**src/hdl/spt_pkg.sv**
```systemverilog
`timescale 1ns / 1ps

package spt_pkg;

    // Default table depths.
    localparam int SEG_TABLE_DEPTH_DEF  = 256;
    localparam int PAGE_TABLE_DEPTH_DEF = 1024;

    // Field widths of the request and response words.
    localparam int ACTION_W   = 3;
    localparam int SLOT_W     = 10;
    localparam int DATA_W     = 64;
    localparam int SELECTOR_W = 16;
    localparam int OFFSET_W   = 32;
    localparam int ADDR_W     = 32;
    localparam int STATUS_W   = 3;

    // The selector carries a 13-bit table index in bits 3 to 15.
    localparam int SEG_IDX_W = 13;

    // Configuration port.
    localparam int CFG_INDEX_W = 2;
    localparam int CFG_DATA_W  = 11;
    localparam int SEG_CNT_W   = 9;
    localparam int PAGE_CNT_W  = 11;

    localparam logic [CFG_INDEX_W-1:0] CFG_GLOBAL_ENTRIES    = 2'd0;
    localparam logic [CFG_INDEX_W-1:0] CFG_LOCAL_ENTRIES     = 2'd1;
    localparam logic [CFG_INDEX_W-1:0] CFG_DIRECTORY_ENTRIES = 2'd2;
    localparam logic [CFG_INDEX_W-1:0] CFG_PAGETAB_ENTRIES   = 2'd3;

    // Action codes of a request word.
    localparam logic [ACTION_W-1:0] ACT_TRANSLATE = 3'd0;
    localparam logic [ACTION_W-1:0] ACT_WR_GLOBAL = 3'd1;
    localparam logic [ACTION_W-1:0] ACT_WR_LOCAL  = 3'd2;
    localparam logic [ACTION_W-1:0] ACT_WR_DIR    = 3'd3;
    localparam logic [ACTION_W-1:0] ACT_WR_PTE    = 3'd4;

    // Depth of the command queue between front and back end.
    localparam int QUEUE_DEPTH = 2;

    // Page table entry as stored: frame and present bit.
    localparam int PTE_W = 21;

    typedef enum logic [STATUS_W-1:0] {
        ST_OK          = 3'd0,
        ST_NULL        = 3'd1,
        ST_NOSEG       = 3'd2,
        ST_ABSENT      = 3'd3,
        ST_LIMIT       = 3'd4,
        ST_NOPAGE      = 3'd5,
        ST_PAGE_ABSENT = 3'd6
    } status_t;

    typedef enum logic [2:0] {
        K_NOP,
        K_TRANSLATE,
        K_WR_GLOBAL,
        K_WR_LOCAL,
        K_WR_DIR,
        K_WR_PTE
    } cmd_kind_t;

    // Classified command handed from the front end to the back end.
    typedef struct packed {
        cmd_kind_t              kind;
        logic                   is_local;
        logic [SEG_IDX_W-1:0]   seg_idx;
        logic [SLOT_W-1:0]      slot;
        logic [DATA_W-1:0]      data;
        logic [OFFSET_W-1:0]    offset;
        status_t                early;
    } cmd_t;

    // Configuration register set.
    typedef struct packed {
        logic [SEG_CNT_W-1:0]  global_entries;
        logic [SEG_CNT_W-1:0]  local_entries;
        logic [PAGE_CNT_W-1:0] directory_entries;
        logic [PAGE_CNT_W-1:0] pagetab_entries;
    } cfg_t;

endpackage

```
**src/hdl/spt_queue.sv**
```systemverilog
`timescale 1ns / 1ps

module spt_queue (
    input  logic           clk,
    input  logic           rst_n,
    input  logic           push,
    input  spt_pkg::cmd_t  push_cmd,
    output logic           full,
    input  logic           pop,
    output logic           head_valid,
    output spt_pkg::cmd_t  head_cmd
);
    import spt_pkg::*;

    localparam int PTR_W = (QUEUE_DEPTH > 1) ? $clog2(QUEUE_DEPTH) : 1;
    localparam int CNT_W = $clog2(QUEUE_DEPTH + 1);

    cmd_t             entry_reg [QUEUE_DEPTH];
    logic [PTR_W-1:0] wr_ptr_reg, wr_ptr_next;
    logic [PTR_W-1:0] rd_ptr_reg, rd_ptr_next;
    logic [CNT_W-1:0] count_reg, count_next;

    assign full       = (count_reg == CNT_W'(QUEUE_DEPTH));
    assign head_valid = (count_reg != '0);
    assign head_cmd   = entry_reg[rd_ptr_reg];

    // Pointer and fill level update.
    always_comb
    begin
        wr_ptr_next = push ? wr_ptr_reg + 1'b1 : wr_ptr_reg;
        rd_ptr_next = pop  ? rd_ptr_reg + 1'b1 : rd_ptr_reg;
        count_next  = count_reg;
        if (push && !pop)
        begin
            count_next = count_reg + 1'b1;
        end
        else if (!push && pop)
        begin
            count_next = count_reg - 1'b1;
        end
    end

    always_ff @(posedge clk or negedge rst_n)
    begin
        if (!rst_n)
        begin
            wr_ptr_reg <= '0;
            rd_ptr_reg <= '0;
            count_reg  <= '0;
        end
        else
        begin
            wr_ptr_reg <= wr_ptr_next;
            rd_ptr_reg <= rd_ptr_next;
            count_reg  <= count_next;
        end
    end

    // Entry storage.
    always_ff @(posedge clk)
    begin
        if (push)
        begin
            entry_reg[wr_ptr_reg] <= push_cmd;
        end
    end
endmodule

```
**config.mk**
```make
export PLATFORM = sky130hd
export DESIGN_NAME = spt_queue
export DESIGN_NICKNAME = d
export VERILOG_FILES = /design/src/hdl/spt_pkg.sv /design/src/hdl/spt_queue.sv
export SDC_FILE = /design/constraint.sdc
export NUM_CORES = 1
export LEC_CHECK = 0
export ABC_AREA = 1
export BUFFER_PORTS_ARGS = -buffer_cell sky130_fd_sc_hd__clkbuf_2
export CAP_MARGIN = 40
export CORE_ASPECT_RATIO = 1.25
export CORE_MARGIN = 5
export CORE_UTILIZATION = 35
export DETAILED_ROUTE_END_ITERATION = 6
export RECOVER_POWER = 25
export SLEW_MARGIN = 10
export SYNTH_ARGS = -nofsm -noshare
export SYNTH_HDL_FRONTEND = slang
export SYNTH_SLANG_ARGS = --single-unit
```
**constraint.sdc**
```tcl
create_clock -name clk -period 17.55 [get_ports clk]
set_clock_uncertainty 0.2 [all_clocks]
set_input_delay 2.6325 -clock clk [delete_from_list [all_inputs] [get_ports clk]]
set_output_delay 2.6325 -clock clk [all_outputs]
set_load 0.005 [all_outputs]
```
==> metrics.txt <==
status=complete, no violations; Critical Path RT=14.72 ns; Reg clk slew, reported paths=about 0.060 ns; Slew HR=43.8%; Pwr Total=1.89 mW; Port Buf Inserts=roughly 260; CP startpoint kind=register; Power Dens Cells=roughly 160 nW/um2; DRC=0; drt initial violations=~180; final cycle utilization of the critical path=just over 30%; top cell type's share of synthesized area=between 80% and 90%; Post-CTS Resized=0; CP Class=register to output pin; largest net degree at the start of global routing=between 50 and 60; clock net sink count=between 200 and 300; placed cell area=about 11,000 um2; Post-CTS Setup Bufs=0; Worst Path Buf+Inv=2; synthesized flop and latch total=roughly 260; endpoints failing hold=0; Synth area leaders=edfxtp_1, mux2_2, mux2_4, dfrtp_1, buf_6; total track usage=about 12%; setup violators final=0; Synth Area per Inst=around 23 um2; io pins=~260; Hold WC Path Type=register to register; P_leak=around 4.5 nW; asr flop ratio synth=under 10%; CTS tree=done; critical-path cell list=buf_4, mux2_2, clkbuf_2; synth cell count leaders=edfxtp_1, mux2_2, mux2_4, buf_2, inv_1; number of global-route vias before repair=around 5,400; fin nets=825; dominant synthesized flop cell=edfxtp_1; row cnt=67; CP Max Fanout=50; Mapped Cells=417; Slew Viols, Final=0; Area growth, synth to finish=26.5%; grt total ovfl=0; design area=~12,000 um2; slew at the pin closest to its max-slew limit=~0.84 ns; nature of the critical path endpoint=output pin; crit-path leading delay family=buffers and inverters; Max H-tree Level=1; Critical Path Slowest Stage Cell=dfrtp_4; share of cells above drive strength 1=52.1%; RSZ-0062 raised after global routing=no; router iterations before antenna repair=4; Die Ht=just under 200 um; GPL Wtd Cong=roughly 0.75; Peak VDD IR=0.000170 V; Max Root-Sink Buffers=3; Root Buffer=clkbuf_16; core area=between 20,000 and 30,000 um2; cts bufs inserted=26; Mapped Area=between 9000 and 10,000 um2; warnings from Yosys=0; Synth cell types=14; Seq/Total Area, Yosys=roughly four fifths; post-synth top area cell=edfxtp_1; upper clock frequency limit=between 150 and 200 MHz; worst r2r src=wr_ptr_reg$_DFFE_PN0P_; cts hold-fix bufs=0; worst hold path startpoint=count_reg[1]$_DFFE_PN0P_; WL final=18,900 um; syn nets=about 550; Crit. Startpoint=rd_ptr_reg$_DFFE_PN0P_; max-cap violations=0; Worst EP arrival=around 2.5 ns; number of routed nets with antenna violations=0; routed vias/inst=~4.5; first-pass GRT wire length=between 20,000 and 30,000 um; top-count cell post-synth=edfxtp_1; Vias=between 4,000 and 5,000; number of enable flip-flop cells after synthesis=around 250; initial core utilization=a little over a third; final hold slack=roughly 0.33 ns; Chip Width=between 150 and 200 um; clk_lat worst skew=between 0.5 and 0.6 ns; Fin Setup TNS=0 ns; fin crit period=5.31 ns; Routed wire per std cell=between 15 and 20 um; HPWL after DPL=around 13,000 um; initial antenna violation count=3; slowest stage delay, CP=0.69 ns; die area=30,300 um2; max reg flops=around 250
power by group:
part	internal (mW)	total, mW	switching, mW
Combinational	0.254	0.498	0.245
Sequential	0.812	0.851	0.0393
Clock	0.325	0.539	0.215
cell type report:
cell class	instances	area (um2)
timing repair buffer	263	1300
tap	345	432
antenna	1	2.50
clock inverter	16	153
clock buffer	32	694
inverter	7	31.3
sequential	256	7670
multi-input combinational	140	1620
fill	2389	14800
layer usage:
metal	track usage (%)	share of wire (%)
met4	4.08	2.5
met3	4.00	8.9
met5	0	0.090
met2	21.2	52
met1	13.6	36
worst min-delay path, delay by kind of cell, from the launching register on:
| family | cells | cell delay [ns] |
|---|---|---|
| flops | 1 | 0.36 |
| simple gates | 2 | 0.13 |
metrics by stage:
| step | cells | setup slack [ns] | util [%] |
|---|---|---|---|
| 2_1_floorplan | 417 | 8.79 | - |
| 3_3_place_gp | 1009 | 12.08 | 41.5 |
| 3_5_place_dp | 1011 | 12.00 | 41.7 |
| 4_1_cts | 1059 | 12.19 | 44.9 |
| 5_1_grt | 1060 | 12.13 | 44.7 |
| 6_report | 1060 | 12.24 | 44.7 |
placed cells by master, fill, tap and decap left out:
cell	netlist	routed
buf_1	0	1
buf_16	0	2
buf_4	0	4
bufinv_16	0	3
clkbuf_1	0	60
clkbuf_16	0	27
clkbuf_2	0	201
clkinv_1	0	7
clkinv_2	0	5
dfrtp_1	4	3
dfrtp_4	0	1
diode_2	0	1
edfxtp_1	252	252
ha_1	1	1
inv_1	7	6
inv_6	0	1
inv_8	0	1
mux2_2	96	96
mux2_4	30	30
nand2_1	6	6
nand3_1	1	1
nand4_1	1	1
nor2_1	2	1
nor2_4	0	1
xnor2_1	1	1
xor2_1	2	2
kinds of logic (layout without fill, tap and decap cells):
logic type	count (synthesis)	in the layout	share of synthesized area [%]
other cells	0	1	0
mux	126	126	16.3
fa+ha+maj	1	1	0.133
simple gates	10	10	0.439
flops	256	256	81.5
xor+xnor	3	3	0.279
buf+inv	21	318	1.36
path summary, 6_finish.rpt:
kind,endpoint,slack [ns],depth (start not counted)
min,count_reg[1]$_DFFE_PN0P_,0.33,2
max in group asynchronous,rd_ptr_reg$_DFFE_PN0P_,15.17,1
min in group asynchronous,count_reg[1]$_DFFE_PN0P_,1.75,1
max,head_cmd[125],12.24,3
max reg2reg,entry_reg[0][29]$_DFFE_PP_,14.43,3
min reg2reg,count_reg[1]$_DFFE_PN0P_,0.33,2
Note: power is estimated with default switching activity, not from simulation.
