### src/hdl/spt_pkg.sv
`timescale 1ns / 1ps

package spt_pkg;

    // Default table depths.
    localparam int SEG_TABLE_DEPTH_DEF  = 256;
    localparam int PAGE_TABLE_DEPTH_DEF = 1024;

    // Field widths of the request and response words.
    localparam int ACTION_W   = 3;
    localparam int SLOT_W     = 10;
    localparam int DATA_W     = 64;
    localparam int SELECTOR_W = 16;
    localparam int OFFSET_W   = 32;
    localparam int ADDR_W     = 32;
    localparam int STATUS_W   = 3;

    // The selector carries a 13-bit table index in bits 3 to 15.
    localparam int SEG_IDX_W = 13;

    // Configuration port.
    localparam int CFG_INDEX_W = 2;
    localparam int CFG_DATA_W  = 11;
    localparam int SEG_CNT_W   = 9;
    localparam int PAGE_CNT_W  = 11;

    localparam logic [CFG_INDEX_W-1:0] CFG_GLOBAL_ENTRIES    = 2'd0;
    localparam logic [CFG_INDEX_W-1:0] CFG_LOCAL_ENTRIES     = 2'd1;
    localparam logic [CFG_INDEX_W-1:0] CFG_DIRECTORY_ENTRIES = 2'd2;
    localparam logic [CFG_INDEX_W-1:0] CFG_PAGETAB_ENTRIES   = 2'd3;

    // Action codes of a request word.
    localparam logic [ACTION_W-1:0] ACT_TRANSLATE = 3'd0;
    localparam logic [ACTION_W-1:0] ACT_WR_GLOBAL = 3'd1;
    localparam logic [ACTION_W-1:0] ACT_WR_LOCAL  = 3'd2;
    localparam logic [ACTION_W-1:0] ACT_WR_DIR    = 3'd3;
    localparam logic [ACTION_W-1:0] ACT_WR_PTE    = 3'd4;

    // Depth of the command queue between front and back end.
    localparam int QUEUE_DEPTH = 2;

    // Page table entry as stored: frame and present bit.
    localparam int PTE_W = 21;

    typedef enum logic [STATUS_W-1:0] {
        ST_OK          = 3'd0,
        ST_NULL        = 3'd1,
        ST_NOSEG       = 3'd2,
        ST_ABSENT      = 3'd3,
        ST_LIMIT       = 3'd4,
        ST_NOPAGE      = 3'd5,
        ST_PAGE_ABSENT = 3'd6
    } status_t;

    typedef enum logic [2:0] {
        K_NOP,
        K_TRANSLATE,
        K_WR_GLOBAL,
        K_WR_LOCAL,
        K_WR_DIR,
        K_WR_PTE
    } cmd_kind_t;

    // Classified command handed from the front end to the back end.
    typedef struct packed {
        cmd_kind_t              kind;
        logic                   is_local;
        logic [SEG_IDX_W-1:0]   seg_idx;
        logic [SLOT_W-1:0]      slot;
        logic [DATA_W-1:0]      data;
        logic [OFFSET_W-1:0]    offset;
        status_t                early;
    } cmd_t;

    // Configuration register set.
    typedef struct packed {
        logic [SEG_CNT_W-1:0]  global_entries;
        logic [SEG_CNT_W-1:0]  local_entries;
        logic [PAGE_CNT_W-1:0] directory_entries;
        logic [PAGE_CNT_W-1:0] pagetab_entries;
    } cfg_t;

endpackage

### src/hdl/spt_req_if.sv
`timescale 1ns / 1ps

interface spt_req_if;
    import spt_pkg::*;

    logic                  valid;
    logic                  ready;
    logic [ACTION_W-1:0]   action;
    logic [SLOT_W-1:0]     entry_index;
    logic [DATA_W-1:0]     entry_data;
    logic [SELECTOR_W-1:0] selector;
    logic [OFFSET_W-1:0]   offset;

    modport source (
        output valid, action, entry_index, entry_data, selector, offset,
        input  ready
    );

    modport sink (
        input  valid, action, entry_index, entry_data, selector, offset,
        output ready
    );
endinterface

### src/hdl/spt_front.sv
`timescale 1ns / 1ps

module spt_front #(
    parameter int SEG_TABLE_DEPTH  = spt_pkg::SEG_TABLE_DEPTH_DEF,
    parameter int PAGE_TABLE_DEPTH = spt_pkg::PAGE_TABLE_DEPTH_DEF
) (
    spt_req_if.sink        req,
    input  spt_pkg::cfg_t  cfg,
    input  logic           q_full,
    output logic           push,
    output spt_pkg::cmd_t  cmd
);
    import spt_pkg::*;

    localparam int SEG_CMP_W  = SEG_IDX_W + 1;
    localparam int PAGE_CMP_W = SLOT_W + 1;

    logic                  sel_local;
    logic [SEG_IDX_W-1:0]  sel_idx;
    logic [SEG_CNT_W-1:0]  seg_count;
    logic                  null_sel;
    logic                  no_seg;
    logic                  seg_slot_ok;
    logic                  page_slot_ok;

    // A word is taken whenever the queue has room.
    assign req.ready = !q_full;
    assign push      = req.valid && !q_full;

    // Selector decode and the checks that need only the counts.
    assign sel_local = req.selector[2];
    assign sel_idx   = req.selector[SELECTOR_W-1:3];
    assign seg_count = sel_local ? cfg.local_entries : cfg.global_entries;
    assign null_sel  = !sel_local && (sel_idx == '0);
    assign no_seg    = ({{(SEG_CMP_W-SEG_CNT_W){1'b0}}, seg_count} <= {1'b0, sel_idx})
                    || ({1'b0, sel_idx} >= SEG_CMP_W'(SEG_TABLE_DEPTH));

    // Load slots beyond the table depth are dropped.
    assign seg_slot_ok  = {{(SEG_CMP_W-SLOT_W){1'b0}}, req.entry_index}
                        < SEG_CMP_W'(SEG_TABLE_DEPTH);
    assign page_slot_ok = {1'b0, req.entry_index} < PAGE_CMP_W'(PAGE_TABLE_DEPTH);

    // Classify the word into a back-end command.
    always_comb
    begin
        cmd.is_local = sel_local;
        cmd.seg_idx  = sel_idx;
        cmd.slot     = req.entry_index;
        cmd.data     = req.entry_data;
        cmd.offset   = req.offset;
        cmd.early    = ST_OK;
        cmd.kind     = K_NOP;
        case (req.action)
            ACT_TRANSLATE:
            begin
                cmd.kind = K_TRANSLATE;
                if (null_sel)
                begin
                    cmd.early = ST_NULL;
                end
                else if (no_seg)
                begin
                    cmd.early = ST_NOSEG;
                end
            end
            ACT_WR_GLOBAL: cmd.kind = seg_slot_ok  ? K_WR_GLOBAL : K_NOP;
            ACT_WR_LOCAL:  cmd.kind = seg_slot_ok  ? K_WR_LOCAL  : K_NOP;
            ACT_WR_DIR:    cmd.kind = page_slot_ok ? K_WR_DIR    : K_NOP;
            ACT_WR_PTE:    cmd.kind = page_slot_ok ? K_WR_PTE    : K_NOP;
            default:       cmd.kind = K_NOP;
        endcase
    end
endmodule

### src/flat_wrapper.sv
// flat-port wrapper written by rule: the top's interface ports become plain ports
module spt_front_flat import spt_pkg::*;
#(
    parameter int SEG_TABLE_DEPTH  = spt_pkg::SEG_TABLE_DEPTH_DEF,
    parameter int PAGE_TABLE_DEPTH = spt_pkg::PAGE_TABLE_DEPTH_DEF
)
  (cfg, q_full, push, cmd, req_valid, req_action, req_entry_index, req_entry_data, req_selector, req_offset, req_ready);
  spt_req_if req_i ();
  input  spt_pkg::cfg_t cfg;
  input  logic q_full;
  output logic push;
  output spt_pkg::cmd_t cmd;
  input wire logic [$bits(req_i.valid)-1:0] req_valid;
  input wire logic [$bits(req_i.action)-1:0] req_action;
  input wire logic [$bits(req_i.entry_index)-1:0] req_entry_index;
  input wire logic [$bits(req_i.entry_data)-1:0] req_entry_data;
  input wire logic [$bits(req_i.selector)-1:0] req_selector;
  input wire logic [$bits(req_i.offset)-1:0] req_offset;
  output wire logic [$bits(req_i.ready)-1:0] req_ready;
  assign req_i.valid = req_valid;
  assign req_i.action = req_action;
  assign req_i.entry_index = req_entry_index;
  assign req_i.entry_data = req_entry_data;
  assign req_i.selector = req_selector;
  assign req_i.offset = req_offset;
  assign req_ready = req_i.ready;
  spt_front #(.SEG_TABLE_DEPTH(SEG_TABLE_DEPTH), .PAGE_TABLE_DEPTH(PAGE_TABLE_DEPTH)) u_core (.req(req_i), .cfg(cfg), .q_full(q_full), .push(push), .cmd(cmd));
endmodule
### config.mk
export PLATFORM = sky130hd
export DESIGN_NAME = spt_front_flat
export DESIGN_NICKNAME = d
export VERILOG_FILES = /design/src/hdl/spt_pkg.sv /design/src/hdl/spt_req_if.sv /design/src/hdl/spt_front.sv /design/src/flat_wrapper.sv
export SDC_FILE = /design/constraint.sdc
export NUM_CORES = 1
export LEC_CHECK = 0
export ABC_AREA = 1
export BUFFER_PORTS_ARGS = -buffer_cell sky130_fd_sc_hd__buf_4
export CAP_MARGIN = 25
export CORE_AREA = 2 2 114 116
export DETAILED_ROUTE_END_ITERATION = 16
export DIE_AREA = 0 0 116 118
export PLACE_DENSITY = 0.47
export SETUP_SLACK_MARGIN = 0.3
export SLEW_MARGIN = 20
export SYNTH_ARGS = -nofsm -noshare
export SYNTH_HDL_FRONTEND = slang
export SYNTH_SLANG_ARGS = --single-unit
### constraint.sdc
create_clock -name vclk -period 1.7
set_input_delay 0.255 -clock vclk [all_inputs]
set_output_delay 0.255 -clock vclk [all_outputs]
set_load 0.05 [all_outputs]
==> flow_summary.toml <==
[detailed_routing]
drt_first_iter_violations = 5
routed-via-count = 855
first_pass_iters = 2
wl_per_cell_um = 12.0
ant_nets = 0
viasPerCell = 2.72
drt_wl_total_um = 3760
drc = 0

[run_status]
status = "finished, violations left"
violations = "setup timing"

[finish]
antennaDiodeCount = 0
drive_gt1_frac = 0.746
seq_cell_count = 0
multiInputGateArea_sq_um = 623
nNetsFinal = 320
clkbuf_count = 0
fillers = 1444
final_common_cell = "buf_4"
seqCellArea_sq_um = 0
final_core_util = 0.118
final_cell_mix = "buf_4, inv_1, mux2_4, nand2_1, ha_4"
synthToLayoutAreaGrowth_pct = 6.44

[placement]
pre_cts_ws_ns = -0.349
place.gp.congestion = 0.596
io_buffers = 62
place_hpwl_um = 3330

[floorplanning]
io_pins = 295
die_h_um = 118
core_sq_um = 12400
die_w_um = 116
start_util = 0.111
rows = 41
die_area_sq_um = 13700

[power_and_ir_drop]
pwr-share-clk = 0
vdd_drop_max_mv = 0.0719
p_seq_frac = 0
power_leakage_nw = 0.661
p_int_mw = 0.201
powerDensity_nw_per_um2 = 298
p_switching_mw = 0.236
p_comb_frac = 1.000
power_switching_share = 0.539

[logic_synthesis]
syn_inst = 194
synth.avg_cell_area_sq_um = 7.11
yosys-top-cells-area = "buf_4, ha_1, mux2_2, inv_1, nand2_1"
synth_adder_area_share = 0.0817
synth_xor_area_frac = 0
synth_top_area_cell = "buf_4"
synth_top_family_by_area = "buffers and inverters"
syn_nets = 370
synth-simple-area-share = 0.0980
ys_seq_area_frac = 0
muxShareOfSynthArea = 0.0726
yosysUniqueCellTypes = 20
synth_top_area_share = 0.659
synth_warnings = 0
syn_area_sq_um = 1380
synth_compound_area_frac = 0.0372

[critical_path]
cp_max_fo = 5
critPathRequiredTime_ns = 1.44
cp_data_arrival_time_ns = 1.60
crit_path_start_kind = "input port"
max_stage_delay_ns = 0.31
critPathKind = "in -> out"
worstSetupEndpointType = "output pin"
crit_path_cell_trace = "buf_12 -> mux2_4 -> ha_4 -> nand2_2 -> nor2_4 -> a31oi_2 -> a21oi_4 -> buf_6"
crit_slowest_cell = "mux2_4"

[grt]
grt_pass1_vias = 935
grt_use_total = 0.0505
antenna_found_initial = 0
grt_pass1_wl_um = 5200
grt_max_degree = 6
grt_overflow_total = 0

[timing]
rsz0062_at_grt = "yes"
fin_ws_ns = -0.152
setup_viol = 1
hold_violations = 0
fmax_mhz = 540
slew_violations = 0
period_needed_ns = 1.85
timing.hold.ws_ns = 0.510
timing.final.crit_share = 1.09

[clocking]
cts_hold_buf = 0

[run]
drv_cap = 0

[worst_hold_path]
hold_class = "in -> out"
-- final timing paths --
path / start / end / slack [ns] / depth (start not counted)
worst max-delay path: req_selector[2] / cmd[1] / -0.15 / 8
worst min-delay path: req_entry_index[5] / cmd[104] / 0.51 / 0
-- power by group through the flow --
stage	sequential, mW	clock [mW]	combinational (mW)
3_3_place_gp	0	0	0.402
4_1_cts	0	0	0.427
2_1_floorplan	0	0	0.939
6_report	0	0	0.437
3_5_place_dp	0	0	0.406
5_1_grt	0	0	0.474
-- cells in the mapped netlist, drive strengths merged --
master and number:
mux2 8, nand3b 1, buf 122, nor2 9
o21a 1, conb 1, nand2 11, inv 15
o31ai 1, nor3b 1, or2 1, mux2i 1
ha 9, nand4 1, a21oi 6, nor3 1
nand3 4, a31oi 1
-- routing by layer --
metal,part of all wire,GRT usage,up-vias
met5,0,0,-
met4,0.076,0.0372,0
met3,0.11,0.0118,38
met2,0.50,0.0932,76
met1,0.31,0.0471,362
li1,-,-,379
-- cells by family after synthesis --
group | after synthesis
multiplexers | 9
buffers and inverters | 137
adder cells (fa/ha/maj) | 9
AND/OR/NAND/NOR | 29
other | 1
AO/OA/AOI/OAI | 9
-- cell type report --
class	instances	share of cell area
well taps	172	0.147
repair buffers	70	0.390
multi-input cells	57	0.425
inverters	15	0.0384
-- worst max-delay path, delay by kind of cell --
family	cells	cell delay, ns
buffers and inverters	2	0.28
AO/OA/AOI/OAI	2	0.29
AND/OR/NAND/NOR	2	0.18
adder cells (fa/ha/maj)	1	0.27
multiplexers	1	0.31
-- per-stage QoR --
stage               cell area [sq um]  power, mW  std cells  TNS (ns)
finish                           1470      0.437        314    -0.152
global route                     1470      0.474        314    -0.244
CTS                              1430      0.427        314    -0.175
detailed placement               1350      0.406        311    -0.349
global placement                 1350      0.402        311    -0.318
floorplan                        1560      0.939        194    -0.132
-- repair_timing --
action,CTS,global route
gates resized for setup,12,9
cloned,1,0
buffers inserted,2,0
pin swaps,3,7
endpoints found under the setup margin,2,3
Power figures use the tool's default switching activity.
